`src/sv/ofb_pkg.sv`:
```
package ofb_pkg;

  typedef enum logic [2:0] {
    OP_POINT   = 3'd0,
    OP_CLEAR   = 3'd1,
    OP_FILL    = 3'd2,
    OP_APPEND  = 3'd3,
    OP_RESTART = 3'd4,
    OP_REFRESH = 3'd5
  } op_e;

  typedef enum logic [2:0] {
    B_INIT,
    B_IDLE,
    B_CLEAR,
    B_PT_WR,
    B_FILL_RD,
    B_FILL_WR,
    B_SCROLL,
    B_TAIL
  } b_state_e;

  localparam logic [7:0] CMD_PAGE_BASE = 8'hb0;
  localparam logic [7:0] CMD_COL_LO    = 8'h00;
  localparam logic [7:0] CMD_COL_HI    = 8'h10;
  localparam logic [7:0] BYTE_ZERO     = 8'h00;
  localparam logic [7:0] BYTE_ONES     = 8'hff;
  localparam logic [7:0] BIT_TOP       = 8'h80;

  typedef struct packed {
    logic [2:0] opcode;
    logic [7:0] x_pos;
    logic [7:0] y_pos;
    logic [7:0] x_end;
    logic [7:0] y_end;
    logic       pixel_on;
    logic [7:0] sample;
  } in_t;

  typedef struct packed {
    logic [7:0] out_byte;
    logic       is_data;
    logic       last;
  } out_t;

  // classified command held in the queue
  typedef struct packed {
    op_e        op;
    logic [7:0] x0;
    logic [7:0] x1;
    logic [7:0] y0;
    logic [7:0] y1;
    logic       on;
    logic       draw;
  } cmd_t;

  typedef struct packed {
    logic full;
    logic empty;
  } q_stat_t;

endpackage

```
`src/sv/ofb_front.sv`:
```
module ofb_front #(
  parameter int unsigned COLUMNS = 128,
  parameter int unsigned PAGES   = 8
) (
  input  logic             start_i,
  input  ofb_pkg::in_t     in_i,
  input  ofb_pkg::q_stat_t q_stat_i,
  input  logic             init_i,
  output logic             busy_o,
  output logic             push_o,
  output ofb_pkg::cmd_t    cmd_o
);
  import ofb_pkg::*;

  localparam int unsigned ROWS = PAGES * 8;

  logic       keep;
  logic [7:0] x1c;
  logic [7:0] y1c;

  assign busy_o = q_stat_i.full | init_i;
  assign x1c    = (in_i.x_end > COLUMNS - 1) ? 8'(COLUMNS - 1) : in_i.x_end;
  assign y1c    = (in_i.y_end > ROWS - 1) ? 8'(ROWS - 1) : in_i.y_end;

  always_comb begin
    keep       = 1'b0;
    cmd_o.op   = OP_RESTART;
    cmd_o.x0   = in_i.x_pos;
    cmd_o.x1   = x1c;
    cmd_o.y0   = in_i.y_pos;
    cmd_o.y1   = y1c;
    cmd_o.on   = in_i.pixel_on;
    cmd_o.draw = 1'b0;
    case (op_e'(in_i.opcode))
      OP_POINT: begin
        cmd_o.op = OP_POINT;
        keep     = (in_i.x_pos < COLUMNS) && (in_i.y_pos < ROWS);
      end
      OP_CLEAR: begin
        cmd_o.op = OP_CLEAR;
        keep     = 1'b1;
      end
      OP_FILL: begin
        // an empty rectangle still restarts refresh
        keep = 1'b1;
        if ((in_i.x_pos <= x1c) && (in_i.y_pos <= y1c)) begin
          cmd_o.op = OP_FILL;
        end
      end
      OP_APPEND: begin
        cmd_o.op   = OP_APPEND;
        keep       = (in_i.sample <= ROWS);
        cmd_o.draw = (in_i.sample < ROWS);
        cmd_o.y0   = 8'(ROWS - 1) - in_i.sample;
      end
      OP_RESTART: begin
        keep = 1'b1;
      end
      OP_REFRESH: begin
        cmd_o.op = OP_REFRESH;
        keep     = 1'b1;
      end
      default: begin
        keep = 1'b0;
      end
    endcase
  end

  assign push_o = start_i & ~busy_o & keep;

endmodule

```
`config.mk`:
```
export PLATFORM = sky130hd
export DESIGN_NAME = ofb_front
export DESIGN_NICKNAME = d
export VERILOG_FILES = /design/src/sv/ofb_pkg.sv /design/src/sv/ofb_front.sv
export SDC_FILE = /design/constraint.sdc
export NUM_CORES = 1
export LEC_CHECK = 0
export BUFFER_PORTS_ARGS = -buffer_cell sky130_fd_sc_hd__buf_4
export CORE_MARGIN = 5
export CORE_UTILIZATION = 33
export DETAILED_ROUTE_END_ITERATION = 16
export PLACE_DENSITY = 0.8
export SETUP_SLACK_MARGIN = 0.1
export SYNTH_ARGS = -nofsm -noshare
export SYNTH_HDL_FRONTEND = slang
export SYNTH_SLANG_ARGS = --single-unit
```
`constraint.sdc`:
```
create_clock -name vclk -period 2.1
set_input_delay 0.315 -clock vclk [all_inputs]
set_output_delay 0.315 -clock vclk [all_outputs]
set_load 0.05 [all_outputs]
```
==> qor.yml <==
synth_top_cell_by_area: "sky130_fd_sc_hd__ha_1"
finalWirelength_um: 3390
detail-route-antenna-nets: 0
final.min_clock_period_ps: 2520
min_period_over_period_pct: 120
timing.critical_path.required_ps: 1780
slowest_delay_ps: 400
hold_ws_ps: 630
routed_via_density: 4.86
cellLeakagePower_nw: 0.887
start_kind: "primary input"
timing.critical_path.max_delay_family: "simple AND/OR/NAND/NOR gates"
drive_gt1_share_pct: 64.2
worstPathArrival_ps: 2200
io_pins: 87
fmaxAchievable_mhz: 398
hold_start: "in_i[8]"
multi_input_comb_area_um2: 790
core_um2: 2230
first_global_vias: 1074
timing.max_cap.violations: 0
netlist_top_cells_area: "sky130_fd_sc_hd__ha_1 (29%), sky130_fd_sc_hd__buf_4 (12%), sky130_fd_sc_hd__inv_1 (9.2%)"
initial_core_util_pct: 34.8
track_usage_pct: 17.3
remaining_drc_errors: 0
ys_warn_count: 0
post_synthesis_cell_count: 118
finalInstanceArea_um2: 1650
die-width_um: 58.5
share_of_the_core_filled_with_cells_pct: 73.8
clock_buffer_count: 0
detailedPlacementHpwl_um: 2780
violations: "negative setup slack"
post-synth-top-area-fraction_pct: 29.0
vdd_ir_drop_max_mv: 0.187
total_power_mw: 0.471
synthTopCellsByCount: "sky130_fd_sc_hd__inv_1 (19), sky130_fd_sc_hd__ha_1 (18), sky130_fd_sc_hd__buf_4 (12)"
syn-cell-area_um2: 777
synth_sequential_area_ratio_pct: 0
yosys.cell_types.count: 29
detail_route.first_pass.iterations: 4
fillerInstances: 159
area_delta_synth_final_pct: 112
critPathSlowestCell: "sky130_fd_sc_hd__or3_4"
crit_fanout: 5
power_density_nw_per_um2: 285
io_buffer_count: 81
cell_breakdown_of_the_critical_path: "buf_4 > or3_4 > ha_4 > nand4_1 > nor2_2 > a21oi_2 > a211o_1 > a31o_4 > buf_8"
setup_violations: 2
antenna-diode-count: 0
antenna_found_initial: 0
fp.dieArea_um2: 3430
final-hold-violation-count: 0
num-nets-final: 272
path_buf_inv: 2
row_count: 17
global_route_wire_length_before_repair_um: 4770
cts_hold_buffers_added: 0
avgRoutedWirePerCell_um: 14.6
final_cells: 232
grt_setup_unrepaired: "true"
number_of_cells_on_the_worst_hold_path: 0
hold_end: "cmd_o[1]"
grt_overflow_total: 0
placedCellCount: 229
number_of_pins_exceeding_their_max_slew_limit_in_the_final_report: 0
post-synth-top-count-cell: "sky130_fd_sc_hd__inv_1"
grt_max_degree: 17
worst_setup_path_end_kind: "output port"
die_h_um: 58.5
setup.worst_path.class: "in2out"
hold_path_class: "in2out"
synthesis.area_per_instance_um2: 6.58
outcome: "finished with violations"
drt_iter0_markers: 18
setup_ws_ps: -416
layout.area.seq_um2: 0
routabilityCongestion: 0.804
sequential_cell_total: 0
route.vias.total: 1128
placed_area_um2: 1510
[how the worst max path moves through the flow]
stage,start,end,slack [ps],depth (start not counted)
6_report,in_i[15],cmd_o[36],-420,9
4_1_cts,in_i[24],cmd_o[36],-380,10
5_1_grt,in_i[15],cmd_o[36],-450,10
3_5_place_dp,in_i[24],cmd_o[36],-420,10
2_1_floorplan,in_i[15],cmd_o[35],-250,8
3_3_place_gp,in_i[24],cmd_o[36],-370,10
[cell families after synthesis]
family          synth area share [%]
compound gates                  20.0
buf+inv                         22.7
other cells                    0.967
simple gates                    25.9
mux                             1.45
fa+ha+maj                       29.0
[cells in the final DEF, fill, tap and decap left out, types with 2 or more instances in the layout]
master,count
sky130_fd_sc_hd__nor2_2,2
sky130_fd_sc_hd__conb_1,6
sky130_fd_sc_hd__or3_4,4
sky130_fd_sc_hd__a211o_1,2
sky130_fd_sc_hd__buf_6,2
sky130_fd_sc_hd__a21oi_1,3
sky130_fd_sc_hd__inv_1,16
sky130_fd_sc_hd__ha_1,12
sky130_fd_sc_hd__o211ai_1,2
sky130_fd_sc_hd__ha_4,6
sky130_fd_sc_hd__or2_2,2
sky130_fd_sc_hd__nand2_1,7
sky130_fd_sc_hd__nor3_1,2
sky130_fd_sc_hd__o21ai_2,7
sky130_fd_sc_hd__inv_2,2
sky130_fd_sc_hd__a21oi_2,2
sky130_fd_sc_hd__or2_4,3
sky130_fd_sc_hd__nand4_1,5
sky130_fd_sc_hd__nor2_1,9
sky130_fd_sc_hd__buf_4,91
sky130_fd_sc_hd__buf_8,3
[timing repair]
item,CTS,global route
endpoints found under the hold margin,0,0
pin swaps,10,8
setup buffers,2,1
resized for setup,8,12
setup endpoints to repair,2,2
[metal layers]
| metal | GRT usage, % | vias up | wire length, µm |
|---|---|---|---|
| met1 | 18.6 | 528 | 1180 |
| met3 | 1.10 | 8 | 109 |
| li1 | - | 565 | - |
| met2 | 35.6 | 27 | 2010 |
| met5 | 0 | - | 0 |
| met4 | 3.97 | 0 | 89 |
[power breakdown]
part | internal [mW] | switching (mW) | total, mW
registers | 0 | 0 | 0
logic | 0.199 | 0.272 | 0.471
clock network | 0 | 0 | 0
[metrics by stage]
step                setup WS, ps  TNS (ps)
floorplan                   -253      -469
detailed placement          -416      -739
global route                -454      -849
global placement            -374      -657
finish                      -416      -765
CTS                         -382      -662
[final cells by class]
type / instances / share of cell area [%]
Inverter: 19 / 4.48
Multi-Input combinational cell: 89 / 47.9
Tap cell: 28 / 2.12
Timing Repair Buffer: 96 / 45.5
(Power assumes the default switching activity.)
