`config.mk`:
```
export PLATFORM = sky130hd
export DESIGN_NAME = ofb_queue
export DESIGN_NICKNAME = d
export VERILOG_FILES = /design/src/sv/ofb_pkg.sv /design/src/sv/ofb_queue.sv
export SDC_FILE = /design/constraint.sdc
export NUM_CORES = 1
export LEC_CHECK = 0
export BUFFER_PORTS_ARGS = -buffer_cell sky130_fd_sc_hd__buf_2
export CAP_MARGIN = 10
export CORE_ASPECT_RATIO = 0.9
export CORE_MARGIN = 1
export CORE_UTILIZATION = 55
export CTS_BUF_LIST = sky130_fd_sc_hd__clkbuf_8
export CTS_CLUSTER_SIZE = 30
export DETAILED_ROUTE_END_ITERATION = 10
export HOLD_SLACK_MARGIN = 0.08
export PLACE_DENSITY = 0.74
export SYNTH_ARGS = -nofsm -noshare
export SYNTH_HDL_FRONTEND = slang
export SYNTH_SLANG_ARGS = --single-unit
```
`constraint.sdc`:
```
create_clock -name clk_i -period 5.7 [get_ports clk_i]
set_input_delay 0.57 -clock clk_i [delete_from_list [all_inputs] [get_ports clk_i]]
set_output_delay 0.57 -clock clk_i [all_outputs]
set_load 0.05 [all_outputs]
```
`src/sv/ofb_pkg.sv`:
```
package ofb_pkg;

  typedef enum logic [2:0] {
    OP_POINT   = 3'd0,
    OP_CLEAR   = 3'd1,
    OP_FILL    = 3'd2,
    OP_APPEND  = 3'd3,
    OP_RESTART = 3'd4,
    OP_REFRESH = 3'd5
  } op_e;

  typedef enum logic [2:0] {
    B_INIT,
    B_IDLE,
    B_CLEAR,
    B_PT_WR,
    B_FILL_RD,
    B_FILL_WR,
    B_SCROLL,
    B_TAIL
  } b_state_e;

  localparam logic [7:0] CMD_PAGE_BASE = 8'hb0;
  localparam logic [7:0] CMD_COL_LO    = 8'h00;
  localparam logic [7:0] CMD_COL_HI    = 8'h10;
  localparam logic [7:0] BYTE_ZERO     = 8'h00;
  localparam logic [7:0] BYTE_ONES     = 8'hff;
  localparam logic [7:0] BIT_TOP       = 8'h80;

  typedef struct packed {
    logic [2:0] opcode;
    logic [7:0] x_pos;
    logic [7:0] y_pos;
    logic [7:0] x_end;
    logic [7:0] y_end;
    logic       pixel_on;
    logic [7:0] sample;
  } in_t;

  typedef struct packed {
    logic [7:0] out_byte;
    logic       is_data;
    logic       last;
  } out_t;

  // classified command held in the queue
  typedef struct packed {
    op_e        op;
    logic [7:0] x0;
    logic [7:0] x1;
    logic [7:0] y0;
    logic [7:0] y1;
    logic       on;
    logic       draw;
  } cmd_t;

  typedef struct packed {
    logic full;
    logic empty;
  } q_stat_t;

endpackage

```
`src/sv/ofb_queue.sv`:
```
module ofb_queue #(
  parameter int unsigned DEPTH = 4
) (
  input  logic             clk_i,
  input  logic             rst_ni,
  input  logic             push_i,
  input  ofb_pkg::cmd_t    data_i,
  input  logic             pop_i,
  output ofb_pkg::cmd_t    data_o,
  output ofb_pkg::q_stat_t stat_o
);
  import ofb_pkg::*;

  localparam int unsigned PTW = (DEPTH > 1) ? $clog2(DEPTH) : 1;
  localparam int unsigned CNW = $clog2(DEPTH + 1);

  cmd_t           slot_q [DEPTH];
  logic [PTW-1:0] wr_q, wr_d;
  logic [PTW-1:0] rd_q, rd_d;
  logic [CNW-1:0] cnt_q, cnt_d;

  always_comb begin
    wr_d  = wr_q;
    rd_d  = rd_q;
    cnt_d = cnt_q;
    if (push_i) begin
      wr_d = (wr_q == PTW'(DEPTH - 1)) ? '0 : wr_q + 1'b1;
    end
    if (pop_i) begin
      rd_d = (rd_q == PTW'(DEPTH - 1)) ? '0 : rd_q + 1'b1;
    end
    if (push_i && !pop_i) begin
      cnt_d = cnt_q + 1'b1;
    end else if (pop_i && !push_i) begin
      cnt_d = cnt_q - 1'b1;
    end
  end

  always_ff @(posedge clk_i or negedge rst_ni) begin
    if (!rst_ni) begin
      wr_q  <= '0;
      rd_q  <= '0;
      cnt_q <= '0;
    end else begin
      wr_q  <= wr_d;
      rd_q  <= rd_d;
      cnt_q <= cnt_d;
    end
  end

  always_ff @(posedge clk_i) begin
    if (push_i) begin
      slot_q[wr_q] <= data_i;
    end
  end

  assign data_o       = slot_q[rd_q];
  assign stat_o.full  = (cnt_q == CNW'(DEPTH));
  assign stat_o.empty = (cnt_q == '0);

endmodule

```
==> metrics <==
Port Buffer Count=between 70 and 80; Synth-to-Final Area Change=16.0%; GP Congestion=around 0.66; RSZ-0062 raised after global routing=no; via count=around 2600; Net Sw Power=approximately 1.4 mW; routed len/inst=approximately 19 um; Int Power=~2.3 mW; CTS tree=done; CP Capture Type=output pin; Worst-Skew Late Latency=between 0.4 and 0.5 ns; final setup fails=0; grt ovf=0; Post-Synthesis Cell Area=around 5700 um^2; Synth async-reset ratio=between 4 and 5%; PwrDens=roughly 570 nW/um^2; ratio of cells with drive above 1 in the final layout=between 40% and 50%; max-slew violation count=0; Synth top area share=approximately 77%; placed inst area=between 6000 and 7000 um^2; Final TNS setup=0 ns; class of the worst hold path=input port to flop; Routed WL=9010 um; Cell Chain, Critical Path=buf_4 > mux4_2 > buf_2; most common cell in the netlist=edfxtp_1; CORE AREA=~10000 um^2; drt pass-1 iters=4; vias in the first global route=about 2700; Synth cell types=19; starting density of the core=56.3%; Setup Crit Path Kind=flop to output pin; register bit count reported by yosys=around 160; final non-filler cell total=464; detail-routed via count per cell=approximately 5.6; Reg power frac=between 40 and 50%; Clk pwr share=about a fifth; Final Total Pwr=~3.8 mW; Sw Share=between 30% and 40%; Leak=between 2 and 2.5 nW; syn_nets=278; # clock sinks=around 160; largest net degree at the start of global routing=40; main flop type after synthesis=edfxtp_1; Fin. Hold Viols=0; fin crit period=3.02 ns; most frequent cells after synthesis=edfxtp_1 (148), mux4_2 (37), dfrtp_1 (7), ha_1 (6); Post-DP HPWL=5430 um; Placed Instances=about 430; CTS-repair resized insts=0; worst endpoint required time=around 5.1 ns; row count=35; DRC Markers=0; Max Fclk=between 300 and 400 MHz; Max stage delay cell, worst path=dfrtp_2; Mean Syn Cell Area=25.0 um^2; CTS clk-pin slew, worst paths=approximately 0.080 ns; worst-margin pin slew=slightly above 1 ns; max incr delay on CP=0.65 ns; final worst-path cycle share=a little over half; Setup Skew=0.00817 ns; drt initial violations=about 120; CTS root buffer=clkbuf_8; CTS Buf Count=17; Tot GR Track Use=about a fifth; fin area=around 6700 um^2; Ports=80; Max-slew headroom=around 33%; critical path peak fanout=26; initial antenna violation count=0; logic gate share of total power=36.3%; Fillers=between 600 and 700; Max Cap Violations=0; global-route wire length before repair=approximately 14000 um; hold_ws=0.362 ns; Die ar.=10900 um^2; outcome=finished clean; Post-Synthesis Cells=230; EDFF count, synth=148; top post-synthesis cells by area=edfxtp_1 (77%), mux4_2 (15%), dfrtp_1 (3.0%); chip height=between 90 and 100 um; synth warn=0; Final nets=370; crit path launch type=flop; H-tree levels=4; Ant. Diodes=0; Seq/Total Area, Yosys=around 80%; ANT nets after route=0; VDD IR max=between 400 and 500 uV; Die X=110 um; Synth area leader=edfxtp_1; clk buf depth=2; Arr. time, crit path=2.45 ns
[state kept, by name (all words and copies together), names as in the netlist]
register  cells
cnt_q         3
rd_q          2
wr_q          2
slot_q      148
[path summary, 6_finish.rpt]
kind                            from             to  slack (ns)  depth (start not counted)
min reg2reg                 cnt_q[2]       cnt_q[2]        0.49                          1
max reg2reg                  wr_q[0]  slot_q[2][13]        3.84                          3
min in group asynchronous     rst_ni       cnt_q[2]        0.51                          2
max                          rd_q[0]     data_o[16]        2.68                          3
max in group asynchronous     rst_ni        rd_q[0]        5.01                          2
min                        data_i[4]   slot_q[0][4]        0.36                          1
[cell families (layout without fill, tap and decap cells)]
| group | after synthesis | in the layout | synth area share [%] |
|---|---|---|---|
| flip-flops | 155 | 155 | 80.4 |
| AND/OR/NAND/NOR | 11 | 11 | 0.980 |
| multiplexers | 40 | 40 | 15.1 |
| adder cells (fa/ha/maj) | 7 | 7 | 1.66 |
| XOR/XNOR | 3 | 3 | 0.457 |
| buffers and inverters | 12 | 117 | 1.24 |
| AO/OA/AOI/OAI | 2 | 2 | 0.174 |
[worst max-delay path, delay by kind of cell, from the launching register on]
| kind | cells | cell delay [ns] |
|---|---|---|
| buffers and inverters | 2 | 0.77 |
| DFF | 1 | 0.65 |
| muxes | 1 | 0.60 |
[cell type report]
type	instances	area [um^2]	share of cell area, %
Clock buffer	17	234	3.51
Clock inverter	15	161	2.42
Inverter	4	15.0	0.225
Multi-Input combinational cell	63	1060	15.9
Sequential cell	155	4620	69.3
Tap cell	129	161	2.42
Timing Repair Buffer	81	413	6.19
[cells in the final DEF (no fill, tap or decap), drive strengths merged]
cell           n
bufinv         3
dlygate4sd3    1
clkinv         5
mux4          37
clkinvlp       2
xor2           2
dfrtp          7
nor3           1
o21ai          2
nor2           3
inv            9
and2           4
ha             6
clkbuf        17
buf           80
edfxtp       148
fa             1
mux2           3
nand2          2
nor3b          1
xnor2          1
[per-stage QoR]
| stage | setup WS (ns) | utilization (%) |
|---|---|---|
| 2_1_floorplan | 3.53 | - |
| 3_3_place_gp | 3.07 | 61.4 |
| 3_5_place_dp | 3.05 | 61.4 |
| 4_1_cts | 2.59 | 65.3 |
| 5_1_grt | 2.48 | 65.3 |
| 6_report | 2.68 | 65.3 |
[routing by layer]
metal / GRT usage, % / wire length (um) / up-vias
li1: - / - / 1150
met3: 7.08 / 497 / 8
met5: 0 / 0 / -
met2: 29.2 / 4530 / 83
met1: 25.1 / 3900 / 1338
met4: 5.54 / 85 / 0
[power by group through the flow]
stage	registers [mW]	clock network, mW	logic, mW
6_report	1.60	0.799	1.37
5_1_grt	1.63	0.867	1.45
4_1_cts	1.61	0.816	1.39
3_5_place_dp	1.64	0	1.39
3_3_place_gp	1.62	0	1.37
2_1_floorplan	1.53	0	1.20
[timing repair]
action / CTS / global route
endpoints found under the hold margin: 7 / 0
hold buffers: 1 / 0
buffers inserted: 0 / 0
Note: power is estimated with default switching activity, not from simulation.
